### config.mk
export PLATFORM = sky130hd
export DESIGN_NAME = phtc_fifo
export DESIGN_NICKNAME = d
export VERILOG_FILES = /design/src/phtc_pkg.sv /design/src/phtc_fifo.sv
export SDC_FILE = /design/constraint.sdc
export NUM_CORES = 1
export LEC_CHECK = 0
export ABC_AREA = 1
export BUFFER_PORTS_ARGS = -buffer_cell sky130_fd_sc_hd__buf_2
export CAP_MARGIN = 10
export CORE_ASPECT_RATIO = 1.1
export CORE_UTILIZATION = 30
export DETAILED_ROUTE_END_ITERATION = 6
export MAX_ROUTING_LAYER = met4
export PLACE_DENSITY = 0.48
export SYNTH_ARGS = -nofsm -noshare
export SYNTH_HDL_FRONTEND = slang
export SYNTH_SLANG_ARGS = --single-unit
export TNS_END_PERCENT = 20
### constraint.sdc
create_clock -name clk -period 9.2 [get_ports clk]
set_clock_uncertainty 0.15 [all_clocks]
set_input_delay 0 -clock clk [delete_from_list [all_inputs] [get_ports clk]]
set_output_delay 0 -clock clk [all_outputs]
set_load 0.1 [all_outputs]
### src/phtc_pkg.sv
package phtc_pkg;

	localparam logic [15:0] ETH_IPV4 = 16'h0800;
	localparam int OUT_CW = 48;

	typedef enum logic [0:0] {
		FUNC_PKT  = 1'b0,
		FUNC_DUMP = 1'b1
	} func_t;

	typedef enum logic [0:0] {
		KIND_HOST    = 1'b0,
		KIND_SUMMARY = 1'b1
	} kind_t;

	typedef enum logic [0:0] {
		REG_LOCAL_NET  = 1'b0,
		REG_LOCAL_MASK = 1'b1
	} reg_idx_t;

	// Classified command handed from the front part to the back part.
	typedef struct packed {
		logic        dump;
		logic        src_hit;
		logic        dst_hit;
		logic [31:0] src_ip;
		logic [31:0] dst_ip;
		logic [15:0] frame_len;
	} cmd_t;

endpackage

### src/phtc_fifo.sv
module phtc_fifo import phtc_pkg::*; (
	input  logic clk,
	input  logic arst_n,
	input  logic wr_valid,
	output logic wr_ready,
	input  cmd_t wr_data,
	output logic rd_valid,
	input  logic rd_ready,
	output cmd_t rd_data
);

	cmd_t       mem_q [2];
	logic       wp_q;
	logic       rp_q;
	logic [1:0] cnt_q;
	logic       push;
	logic       pop;

	assign wr_ready = (cnt_q != 2'd2);
	assign rd_valid = (cnt_q != 2'd0);
	assign rd_data  = mem_q[rp_q];
	assign push     = wr_valid && wr_ready;
	assign pop      = rd_valid && rd_ready;

	always_ff @(posedge clk) begin
		if (push) begin
			mem_q[wp_q] <= wr_data;
		end
	end

	always_ff @(posedge clk or negedge arst_n) begin
		if (!arst_n) begin
			wp_q  <= 1'b0;
			rp_q  <= 1'b0;
			cnt_q <= 2'd0;
		end else begin
			if (push) wp_q <= ~wp_q;
			if (pop) rp_q <= ~rp_q;
			cnt_q <= cnt_q + {1'b0, push} - {1'b0, pop};
		end
	end

`ifndef ASSERT_OFF
	a_no_overfill: assert property (@(posedge clk) disable iff (!arst_n)
		cnt_q <= 2'd2) else $error("queue count beyond depth");
	a_push_count: assert property (@(posedge clk) disable iff (!arst_n)
		push && !pop |=> cnt_q == $past(cnt_q) + 2'd1) else $error("push lost");
	a_pop_count: assert property (@(posedge clk) disable iff (!arst_n)
		pop && !push |=> cnt_q == $past(cnt_q) - 2'd1) else $error("pop lost");
`endif

endmodule

==> results.toml <==
[routing]
vias_per_cell = 4.25
drt-initial-drc-count = 160
route.detailed.drc = 0
wire_per_inst_um = 14.1
firstDrtPassIters = 4
postRouteAntennaNets = 0
wl_um = 14000
vias = 4220

[sta]
slew_headroom_pct = 33.3
worst_slew_pin_slew_ns = 1.00
post-route-period-util_pct = 37.6
finalSetupViolations = 0
fin_crit_ns = 3.46
fin_tns_setup_ns = 0
slew_viol_final = 0
rsz0062_at_grt = "false"
max_freq_mhz = 289
finalHoldViolations = 0

[yosys]
ys_types = 11
ys_warn_count = 0
synth_fp_nets = 554
yosys.area.top_type = "edfxtp_1"
netlist_area_um2 = 6240
synth-seq-cells = 170
synth_top_area_share_pct = 79.9
avgSynthCellArea_um2 = 13.4
syn_inst = 465
ys_top_cells_by_area = "edfxtp_1 (80%), nand2_1 (16%), dfrtp_1 (1.6%), buf_2 (1.2%), inv_1 (0.48%)"
yosysSeqAreaShare_pct = 81.5

[setup_path]
cp.required_ns = 9.05
cp_max_fo = 85
path_cells = "inv_2, buf_4, nand2_1, nand2_1, buf_2"
crit_buf_inv = 3
cpMaxStageDelayCell = "dfrtp_4"
cp_data_arrival_time_ns = 3.31
slowest_delay_ns = 0.83
cp_top_family = "buffers and inverters"
critPathKind = "register to output pin"
path_common_cell = "nand2_1"
endpoint_kind = "output pin"
crit_path_start_kind = "register"

[cts]
clk_pin_slew_ns = 0.06
root_buffer = "clkbuf_16"
cts_tree = "yes"
cts_sinks = 170
cts_buffers = 17
cts_resized = 0
clockBufferDepth = 2
h-tree-depth = 4
clkLatencyLatePin_ns = 0.41

[floorplanning]
dieArea_um2 = 21400
die_w_um = 139
die_h_um = 153
core_um2 = 20100
num_rows = 54
initial_core_util_pct = 31.0
ios = 172

[finish]
layout_commonest_cell = "nand2_1"
area_growth_syn_to_layout_pct = 40.9
design_area_um2 = 8790
drive_gt1_share_pct = 27.7
mostFrequentLayoutCells = "nand2_1 (262), buf_2 (171), edfxtp_1 (166), dlygate4sd3_1 (87), clkbuf_16 (17)"
nNetsFinal = 816

[placement]
port_buffers = 171
hpwl_um = 8200
gp_congestion = 0.662
dpl_cell_area_um2 = 7350

[global_route]
grtUsageTotal_pct = 14.1
grt_use_met1_pct = 17.0
grtUsageMet2_pct = 22.9
grt_busiest_layer = "met2"
antenna_found_initial = 1
gr-usage-met3_pct = 3.10
grt_max_degree = 86
grt_overflow = 0
grt_pass1_vias = 4384
grt_pass1_wl_um = 22200

[worst_hold_path]
hold_path.class = "primary input to register"

[run]
maxCapViolations = 0

[outcome]
status = "finished clean"
-- final cells by class --
| type | instances | area (um^2) |
|---|---|---|
| diodes | 1 | 2.50 |
| clock inverters | 12 | 124 |
| inverters | 9 | 35.0 |
| flip-flops and latches | 170 | 5090 |
| clock buffers | 20 | 437 |
| repair buffers | 261 | 1750 |
| fillers | 1886 | 11300 |
| well taps | 252 | 315 |
| multi-input cells | 268 | 1030 |
-- final timing paths --
| path | cells after the start | slack (ns) | endpoint | startpoint |
|---|---|---|---|---|
| worst max register to register | 4 | 6.52 | rp_q | rp_q |
| min in group asynchronous | 3 | 0.36 | rp_q | arst_n |
| max in group asynchronous | 3 | 8.34 | rp_q | arst_n |
| worst max-delay path | 5 | 5.74 | rd_data[82] | rp_q |
| worst min-delay path | 2 | 0.15 | mem_q[1][75] | wr_data[75] |
| worst min register to register | 2 | 0.33 | wp_q | wp_q |
-- kinds of logic (layout without fill, tap and decap cells) --
| family | after synthesis | count (layout) | synth area share [%] |
|---|---|---|---|
| other | 0 | 1 | 0 |
| buffers and inverters | 27 | 302 | 1.99 |
| flip-flops | 170 | 170 | 81.5 |
| adder cells (fa/ha/maj) | 2 | 2 | 0.401 |
| AND/OR/NAND/NOR | 266 | 266 | 16.1 |
-- flip-flops by register name, summed over array words and instances, names as in the netlist --
name / count
rp_q: 1
mem_q: 166
wp_q: 1
cnt_q: 2
-- worst reg2reg max path, cell delays in order, from the launching register on --
cell     delay [ns]
dfrtp_4        1.07
inv_2          0.65
buf_4          0.49
nand3_1        0.15
nand2_1        0.06
-- stage by stage --
step | setup slack (ns) | util [%] | hold WS, ns | instances
4_1_cts | 5.60 | 43.6 | 0.124 | 992
5_1_grt | 5.45 | 43.6 | 0.137 | 993
3_3_place_gp | 6.10 | 36.5 | -0.338 | 873
3_5_place_dp | 6.07 | 36.5 | -0.336 | 873
2_1_floorplan | 3.75 | - | -0.446 | 465
6_report | 5.74 | 43.6 | 0.150 | 993
-- per-layer routing --
metal / wire (um) / vias to the layer above
li1: - / 2089
met1: 6420 / 1979
met2: 6710 / 136
met3: 662 / 16
met4: 223 / 0
met5: 0 / -
-- what timing repair did --
item,in CTS,in global routing
setup buffers,0,0
hold buffers,87,0
endpoints found under the hold margin,172,0
-- cells in the mapped netlist, drive strengths merged --
cell,instances
clkbuf,2
ha,2
edfxtp,166
nor2,1
dfrtp,4
buf,16
nand3,3
nand2,262
inv,9
Power is not shown: default switching activity piles up to over one toggle a cycle in this logic, so the estimate is an artifact.
