[src/phtc_pkg.sv]
package phtc_pkg;

	localparam logic [15:0] ETH_IPV4 = 16'h0800;
	localparam int OUT_CW = 48;

	typedef enum logic [0:0] {
		FUNC_PKT  = 1'b0,
		FUNC_DUMP = 1'b1
	} func_t;

	typedef enum logic [0:0] {
		KIND_HOST    = 1'b0,
		KIND_SUMMARY = 1'b1
	} kind_t;

	typedef enum logic [0:0] {
		REG_LOCAL_NET  = 1'b0,
		REG_LOCAL_MASK = 1'b1
	} reg_idx_t;

	// Classified command handed from the front part to the back part.
	typedef struct packed {
		logic        dump;
		logic        src_hit;
		logic        dst_hit;
		logic [31:0] src_ip;
		logic [31:0] dst_ip;
		logic [15:0] frame_len;
	} cmd_t;

endpackage

[src/phtc_if.sv]
interface phtc_in_if;
	logic        valid;
	logic        ready;
	logic        func;
	logic [15:0] eth_type;
	logic [31:0] src_ip;
	logic [31:0] dst_ip;
	logic [15:0] frame_len;

	modport source (output valid, func, eth_type, src_ip, dst_ip, frame_len, input ready);
	modport sink (input valid, func, eth_type, src_ip, dst_ip, frame_len, output ready);
endinterface


[src/phtc_front.sv]
module phtc_front import phtc_pkg::*; (
	input  logic        clk,
	input  logic        arst_n,
	input  logic        cfg_we,
	input  logic [0:0]  cfg_idx,
	input  logic [31:0] cfg_data,
	phtc_in_if.sink     in_ch,
	output logic        cmd_valid,
	input  logic        cmd_ready,
	output cmd_t        cmd
);

	logic [31:0] net_q;
	logic [31:0] mask_q;
	logic        src_hit;
	logic        dst_hit;
	logic        is_dump;

	always_ff @(posedge clk or negedge arst_n) begin
		if (!arst_n) begin
			net_q  <= '0;
			mask_q <= '0;
		end else if (cfg_we) begin
			case (reg_idx_t'(cfg_idx))
				REG_LOCAL_NET:  net_q  <= cfg_data;
				REG_LOCAL_MASK: mask_q <= cfg_data;
				default: ;
			endcase
		end
	end

	always_comb begin
		is_dump = (in_ch.func == FUNC_DUMP);
		src_hit = (in_ch.eth_type == ETH_IPV4) && ((in_ch.src_ip & mask_q) == net_q);
		dst_hit = (in_ch.eth_type == ETH_IPV4) && ((in_ch.dst_ip & mask_q) == net_q);
		cmd.dump      = is_dump;
		cmd.src_hit   = src_hit && !is_dump;
		cmd.dst_hit   = dst_hit && !is_dump;
		cmd.src_ip    = in_ch.src_ip;
		cmd.dst_ip    = in_ch.dst_ip;
		cmd.frame_len = in_ch.frame_len;
	end

	// Drop items that touch nothing; pass the rest to the queue.
	assign cmd_valid   = in_ch.valid && (cmd.dump || cmd.src_hit || cmd.dst_hit);
	assign in_ch.ready = cmd_ready || !(cmd.dump || cmd.src_hit || cmd.dst_hit);

endmodule

[src/flat_wrapper.sv]
// flat-port wrapper written by rule: the top's interface ports become plain ports
module phtc_front_flat import phtc_pkg::*;
  (clk, arst_n, cfg_we, cfg_idx, cfg_data, cmd_valid, cmd_ready, cmd, in_ch_valid, in_ch_func, in_ch_eth_type, in_ch_src_ip, in_ch_dst_ip, in_ch_frame_len, in_ch_ready);
  phtc_in_if in_ch_i ();
  input  logic clk;
  input  logic arst_n;
  input  logic cfg_we;
  input  logic [0:0] cfg_idx;
  input  logic [31:0] cfg_data;
  output logic cmd_valid;
  input  logic cmd_ready;
  output cmd_t cmd;
  input wire logic [$bits(in_ch_i.valid)-1:0] in_ch_valid;
  input wire logic [$bits(in_ch_i.func)-1:0] in_ch_func;
  input wire logic [$bits(in_ch_i.eth_type)-1:0] in_ch_eth_type;
  input wire logic [$bits(in_ch_i.src_ip)-1:0] in_ch_src_ip;
  input wire logic [$bits(in_ch_i.dst_ip)-1:0] in_ch_dst_ip;
  input wire logic [$bits(in_ch_i.frame_len)-1:0] in_ch_frame_len;
  output wire logic [$bits(in_ch_i.ready)-1:0] in_ch_ready;
  assign in_ch_i.valid = in_ch_valid;
  assign in_ch_i.func = in_ch_func;
  assign in_ch_i.eth_type = in_ch_eth_type;
  assign in_ch_i.src_ip = in_ch_src_ip;
  assign in_ch_i.dst_ip = in_ch_dst_ip;
  assign in_ch_i.frame_len = in_ch_frame_len;
  assign in_ch_ready = in_ch_i.ready;
  phtc_front u_core (.clk(clk), .arst_n(arst_n), .cfg_we(cfg_we), .cfg_idx(cfg_idx), .cfg_data(cfg_data), .in_ch(in_ch_i), .cmd_valid(cmd_valid), .cmd_ready(cmd_ready), .cmd(cmd));
endmodule
[config.mk]
export PLATFORM = sky130hd
export DESIGN_NAME = phtc_front_flat
export DESIGN_NICKNAME = d
export VERILOG_FILES = /design/src/phtc_pkg.sv /design/src/phtc_if.sv /design/src/phtc_front.sv /design/src/flat_wrapper.sv
export SDC_FILE = /design/constraint.sdc
export NUM_CORES = 1
export LEC_CHECK = 0
export ABC_AREA = 1
export BUFFER_PORTS_ARGS = -buffer_cell sky130_fd_sc_hd__buf_2
export CAP_MARGIN = 20
export CORE_AREA = 3 3 128 99
export CTS_CLUSTER_SIZE = 28
export DETAILED_ROUTE_END_ITERATION = 8
export DIE_AREA = 0 0 131 102
export PLACE_DENSITY = 0.7
export SETUP_SLACK_MARGIN = 0.15
export SYNTH_ARGS = -nofsm -noshare
export SYNTH_HDL_FRONTEND = slang
export SYNTH_SLANG_ARGS = --single-unit
[constraint.sdc]
create_clock -name clk -period 1.95 [get_ports clk]
set_clock_uncertainty 0.15 [all_clocks]
set_input_delay 0.39 -clock clk [delete_from_list [all_inputs] [get_ports clk]]
set_output_delay 0.39 -clock clk [all_outputs]
set_load 0.03 [all_outputs]
==> impl_metrics.ini, run 1 <==
[outcome]
status = complete, but fails checks
violations = negative setup slack

[finish]
utilization_pct = 49.0
stdcell_count = 985
syn_to_final_growth_pct = 24.1
drive_above_1_share_pct = 32.0
nets = 957
diodes = 0
most-common-layout-cells = nand2_1, buf_2, inv_1
final_common_cell = nand2_1
fillCellCount = 1262

[setup_path]
path_class = reg2out
slowest_stage = dfrtp_1
critical_path_required_ns = 1.41
rr_worst_depth = 2
cp.depth = 12
cp_top_family = simple AND/OR/NAND/NOR gates
cpPeakStageDelay_ns = 0.42
cp_cell_sequence = nand2_1 -> nand2_1 -> nand2_1 -> nand3_1 -> nor2_1 -> nand2_1 -> nor2_2 -> nand3_2 -> nand3_2 -> nand2_1 -> inv_2 -> buf_6
path_max_fanout = 5
crit_top_cell = nand2_1
worstSetupEndpointType = output port
arrival_ns = 1.77
path_buf_inv = 2
cp-start-kind = register

[detailed_routing]
drt-wirelength-per-cell_um = 12.8
drt_drc_violations_left = 0
vias = 4496
vias_per_cell = 4.56
drt_wl_total_um = 12700
drt_iter0_markers = 295
final_antenna_net_count = 0
first_pass_iters = 5

[synth]
yosysSeqAreaShare_pct = 35.2
synth.distinct_cells = 21
synth_area_per_cell_um2 = 6.62
yosys_warnings = 0
syn_nets = 822
ys_seq_elements = 64
syn_inst = 687
syn-cell-area_um2 = 4550

[grt]
grt.total_usage_pct = 19.0
antenna_found_initial = 1
grt_pass1_wl_um = 19700
grt_pass1_vias = 4004
grt_max_degree = 65
grt_overflow = 0

[timing]
hold_viol = 0
max_freq_mhz = 433
finalWorstSetupSlack_ns = -0.360
setup_viol = 4
period_minus_slack_ns = 2.31
rsz0062_at_grt = true
slew_headroom_pct = 74.7
drv_slew = 0
worst_pin_slew_ns = 0.379
fin_crit_sh_pct = 118
whs_ns = 0.177

[clocking]
cts.sinks = 64
root_buffer = clkbuf_16
clock_latency_ns = 0.32
cts_tree = yes
clk_pin_slew_ns = 0.05
cts_buffer_depth = 2
cts_buffers = 9
htreeDepth = 3
cts_setup_buffers = 0

[power_and_ir_drop]
clkPwrFrac_pct = 32.0
power_frac_comb_pct = 29.4
switching_share_pct = 34.3
ir_drop_v = 0.000385
pwr-share-seq_pct = 38.6
p_total_uw = 4360
internal-power_uw = 2870
p_switching_uw = 1500
pwr_density_cell_nw_per_um2 = 773
leakagePower_uw = 0.00313

[placement]
port_buffers = 187
dp_hpwl_um = 10000
dpl_worst_slack_ns = -0.233
gp_congestion = 0.847
place_inst = 972

[hold_path]
hold_depth = 3
min_path_type = in2reg

[die]
core_area_um2 = 11500
dieHeight_um = 102
dieArea_um2 = 13400
start_util_pct = 39.5
io_pins = 220
num_rows = 34
die_w_um = 131

[job]
drv_cap = 0
==> Yosys cell counts (all sizes together) <==
cell type | number | area [um^2]
o21ai | 65 | 325
nand4 | 7 | 43.8
o2111ai | 1 | 8.76
nor4 | 2 | 12.5
o211ai | 1 | 7.51
nand3 | 76 | 400
xor2 | 11 | 96.3
nand2 | 250 | 938
dfrtp | 64 | 1600
a21oi | 1 | 5.00
inv | 76 | 285
buf | 81 | 608
clkinv | 2 | 8.75
nor2 | 36 | 150
nor3 | 1 | 5.00
nand3b | 1 | 7.51
clkbuf | 12 | 45.0
==> registers in the layout, indices dropped and copies added, names as in the netlist <==
register,cells
u_core.net_q,32
u_core.mask_q,32
==> worst paths after layout <==
| kind | slack [ns] | start | to |
|---|---|---|---|
| worst max-delay path | -0.36 | u_core.mask_q[4] | cmd_valid |
| worst min-delay path | 0.18 | cfg_data[13] | u_core.mask_q[13] |
| worst max register to register | 1.08 | u_core.net_q[18] | u_core.net_q[18] |
| worst min register to register | 0.36 | u_core.net_q[29] | u_core.net_q[29] |
| max in group asynchronous | 0.86 | arst_n | u_core.net_q[6] |
| min in group asynchronous | 0.43 | arst_n | u_core.mask_q[13] |
==> per-stage QoR <==
stage	setup TNS, ns	cell area [um^2]
floorplan	0	4550
global placement	-0.630	5300
detailed placement	-0.663	5300
CTS	-1.36	5630
global route	-1.84	5640
finish	-1.30	5640
==> power groups by stage <==
| stage | sequential [uW] | clock (uW) | combinational, uW |
|---|---|---|---|
| 3_5_place_dp | 1690 | 0 | 1260 |
| 3_3_place_gp | 1690 | 0 | 1250 |
| 5_1_grt | 1710 | 1500 | 1460 |
| 4_1_cts | 1680 | 1430 | 1290 |
| 2_1_floorplan | 1660 | 0 | 894 |
| 6_report | 1680 | 1400 | 1280 |
==> cells by family after synthesis <==
group                  after synthesis  share of synthesized area (%)
buffers and inverters              171                           20.8
XOR/XNOR                            11                           2.12
AND/OR/NAND/NOR                    373                           34.2
flip-flops                          64                           35.2
AO/OA/AOI/OAI                       68                           7.62
==> worst min-delay path: stages <==
cell and delay, ns:
buf_2 0.09, inv_1 0.05, o21ai_0 0.07
==> routing by layer <==
metal	vias to the layer above	share of wire (%)	track usage (%)
li1	2343	-	-
met1	1987	48	27.1
met2	151	44	29.1
met3	13	6.9	5.38
met4	2	0.63	3.56
met5	-	0.055	0
==> final cells by class <==
class | count | area, um^2 | share of cell area, %
inverter | 78 | 294 | 5.21
sequential | 64 | 1600 | 28.4
timing repair buffer | 217 | 1230 | 21.8
tap | 162 | 203 | 3.59
clock inverter | 2 | 10.0 | 0.177
multi-input combinational | 452 | 2070 | 36.6
clock buffer | 10 | 239 | 4.23
==> what timing repair did <==
action	in CTS	in global routing
endpoints found under the hold margin	64	0
pin swaps	13	2
gates resized for setup	22	3
hold buffers	1	0
endpoints found under the setup margin	4	4
(Power assumes the default switching activity.)
==> run 2, diff against run 1 <==
- BUFFER_PORTS_ARGS: -buffer_cell sky130_fd_sc_hd__buf_2 -> -buffer_cell sky130_fd_sc_hd__buf_4
==> impl_metrics.ini, run 2 (synthesis gave the netlist of run 1 again) <==
[clocking]
cts_tree = yes
cts_buffers = 9
clock_latency_ns = 0.33
cts_buffer_depth = 2
cts.sinks = 64
clk_pin_slew_ns = 0.05
htreeDepth = 3
root_buffer = clkbuf_16

[timing]
finalWorstSetupSlack_ns = -0.403
slew_headroom_pct = 81.2
drv_slew = 0
setup_viol = 4
rsz0062_at_grt = true
hold_viol = 0
tns_ns = -1.47
max_freq_mhz = 425
worst_pin_slew_ns = 0.280
period_minus_slack_ns = 2.35
fin_crit_sh_pct = 121

[setup_path]
rrSetupSlack_ns = 1.02
worstSetupEndpointType = output port
critical_path_required_ns = 1.41
cp-start-kind = register
arrival_ns = 1.81
path_max_fanout = 4
path_class = reg2out

[detailed_routing]
vias = 4569
drt-wirelength-per-cell_um = 13.1
first_pass_iters = 5
vias_per_cell = 4.62
wirelength_met1_um = 6040
final_antenna_net_count = 0
drt_drc_violations_left = 0
drt_wl_total_um = 13000
dr_wl_met3_um = 965
drt_iter0_markers = 250
wl_met2_um = 5790
top_layer = met4

[outcome]
violations = negative setup slack
status = complete, but fails checks

[grt]
grt_pass1_vias = 4220
grt_pass1_wl_um = 20400
antenna_found_initial = 0
grt.total_usage_pct = 19.7
grt_overflow = 0
grt_max_degree = 65

[placement]
dpl_worst_slack_ns = -0.216
gp_congestion = 0.891
dp_hpwl_um = 10400
port_buffers = 187

[die]
io_pins = 220
dieArea_um2 = 13400
start_util_pct = 39.5
dieHeight_um = 102
die_w_um = 131
num_rows = 34
core_area_um2 = 11500

[finish]
largestRegisters = u_core.mask_q (32), u_core.net_q (32)
syn_to_final_growth_pct = 35.2
diodes = 0
most-common-layout-cells = nand2_1, buf_4, inv_1, nand3_1, o21ai_0
drive_above_1_share_pct = 33.1
nets = 961
final_common_cell = nand2_1

[power_and_ir_drop]
ir_drop_v = 0.000427
pwr_density_cell_nw_per_um2 = 728
leakagePower_uw = 0.00331

[hold_path]
min_path_type = in2reg

[job]
drv_cap = 0
-- run 2: final cells by class --
cell class | count | area [um^2]
inverter | 78 | 294
fill | 1136 | 5380
timing repair buffer | 221 | 1710
clock buffer | 11 | 233
clock inverter | 2 | 10.0
multi-input combinational | 452 | 2090
sequential | 64 | 1600
tap | 162 | 203
-- run 2: path summary, 6_finish.rpt --
path,cells after the start,start,end
min in group asynchronous,2,arst_n,u_core.net_q[16]
max reg2reg,3,u_core.net_q[14],u_core.net_q[14]
min reg2reg,2,u_core.net_q[29],u_core.net_q[29]
min,3,cfg_data[20],u_core.mask_q[20]
max,13,u_core.net_q[11],cmd_valid
max in group asynchronous,3,arst_n,u_core.mask_q[28]
-- run 2: power breakdown --
part	internal, uW	switching [uW]
clock	832	539
sequential	1500	183
combinational	627	795
total	2960	1520
-- run 2: worst max-delay path, stage by stage, from the launching register on --
cell,delay (ns)
dfrtp_1,0.44
inv_1,0.06
nand3_1,0.06
nand2_1,0.07
inv_1,0.06
nand2_1,0.04
nor2_1,0.09
nand2_1,0.09
nor2_2,0.12
nand3_2,0.12
nand3_4,0.12
nand2_2,0.06
inv_2,0.05
buf_6,0.11
-- run 2: timing repair --
| action | CTS | global route |
|---|---|---|
| pin swaps | 9 | 6 |
| endpoints found under the hold margin | 10 | 0 |
| setup buffers | 1 | 1 |
| setup endpoints to repair | 4 | 4 |
| hold buffers | 1 | 0 |
| resized for setup | 16 | 13 |
-- run 2: per-layer routing --
layer  vias to the layer above  GRT usage (%)
met4                         0           5.22
met1                      2045           27.3
met3                        19           5.64
met2                       156           30.1
met5                         -              0
li1                       2349              -
-- run 2: per-stage QoR --
step / area, um^2 / instances / util [%] / total power (uW) / hold WS, ns
after floorplan: 4550 / 687 / - / 2550 / -0.0556
after global placement: 5780 / 974 / 50.2 / 3050 / 0.0943
after detailed placement: 5780 / 974 / 50.2 / 3080 / 0.0988
after CTS: 6110 / 989 / 53.0 / 4500 / 0.173
after global routing: 6150 / 990 / 53.3 / 4770 / 0.183
final: 6150 / 990 / 53.3 / 4480 / 0.184
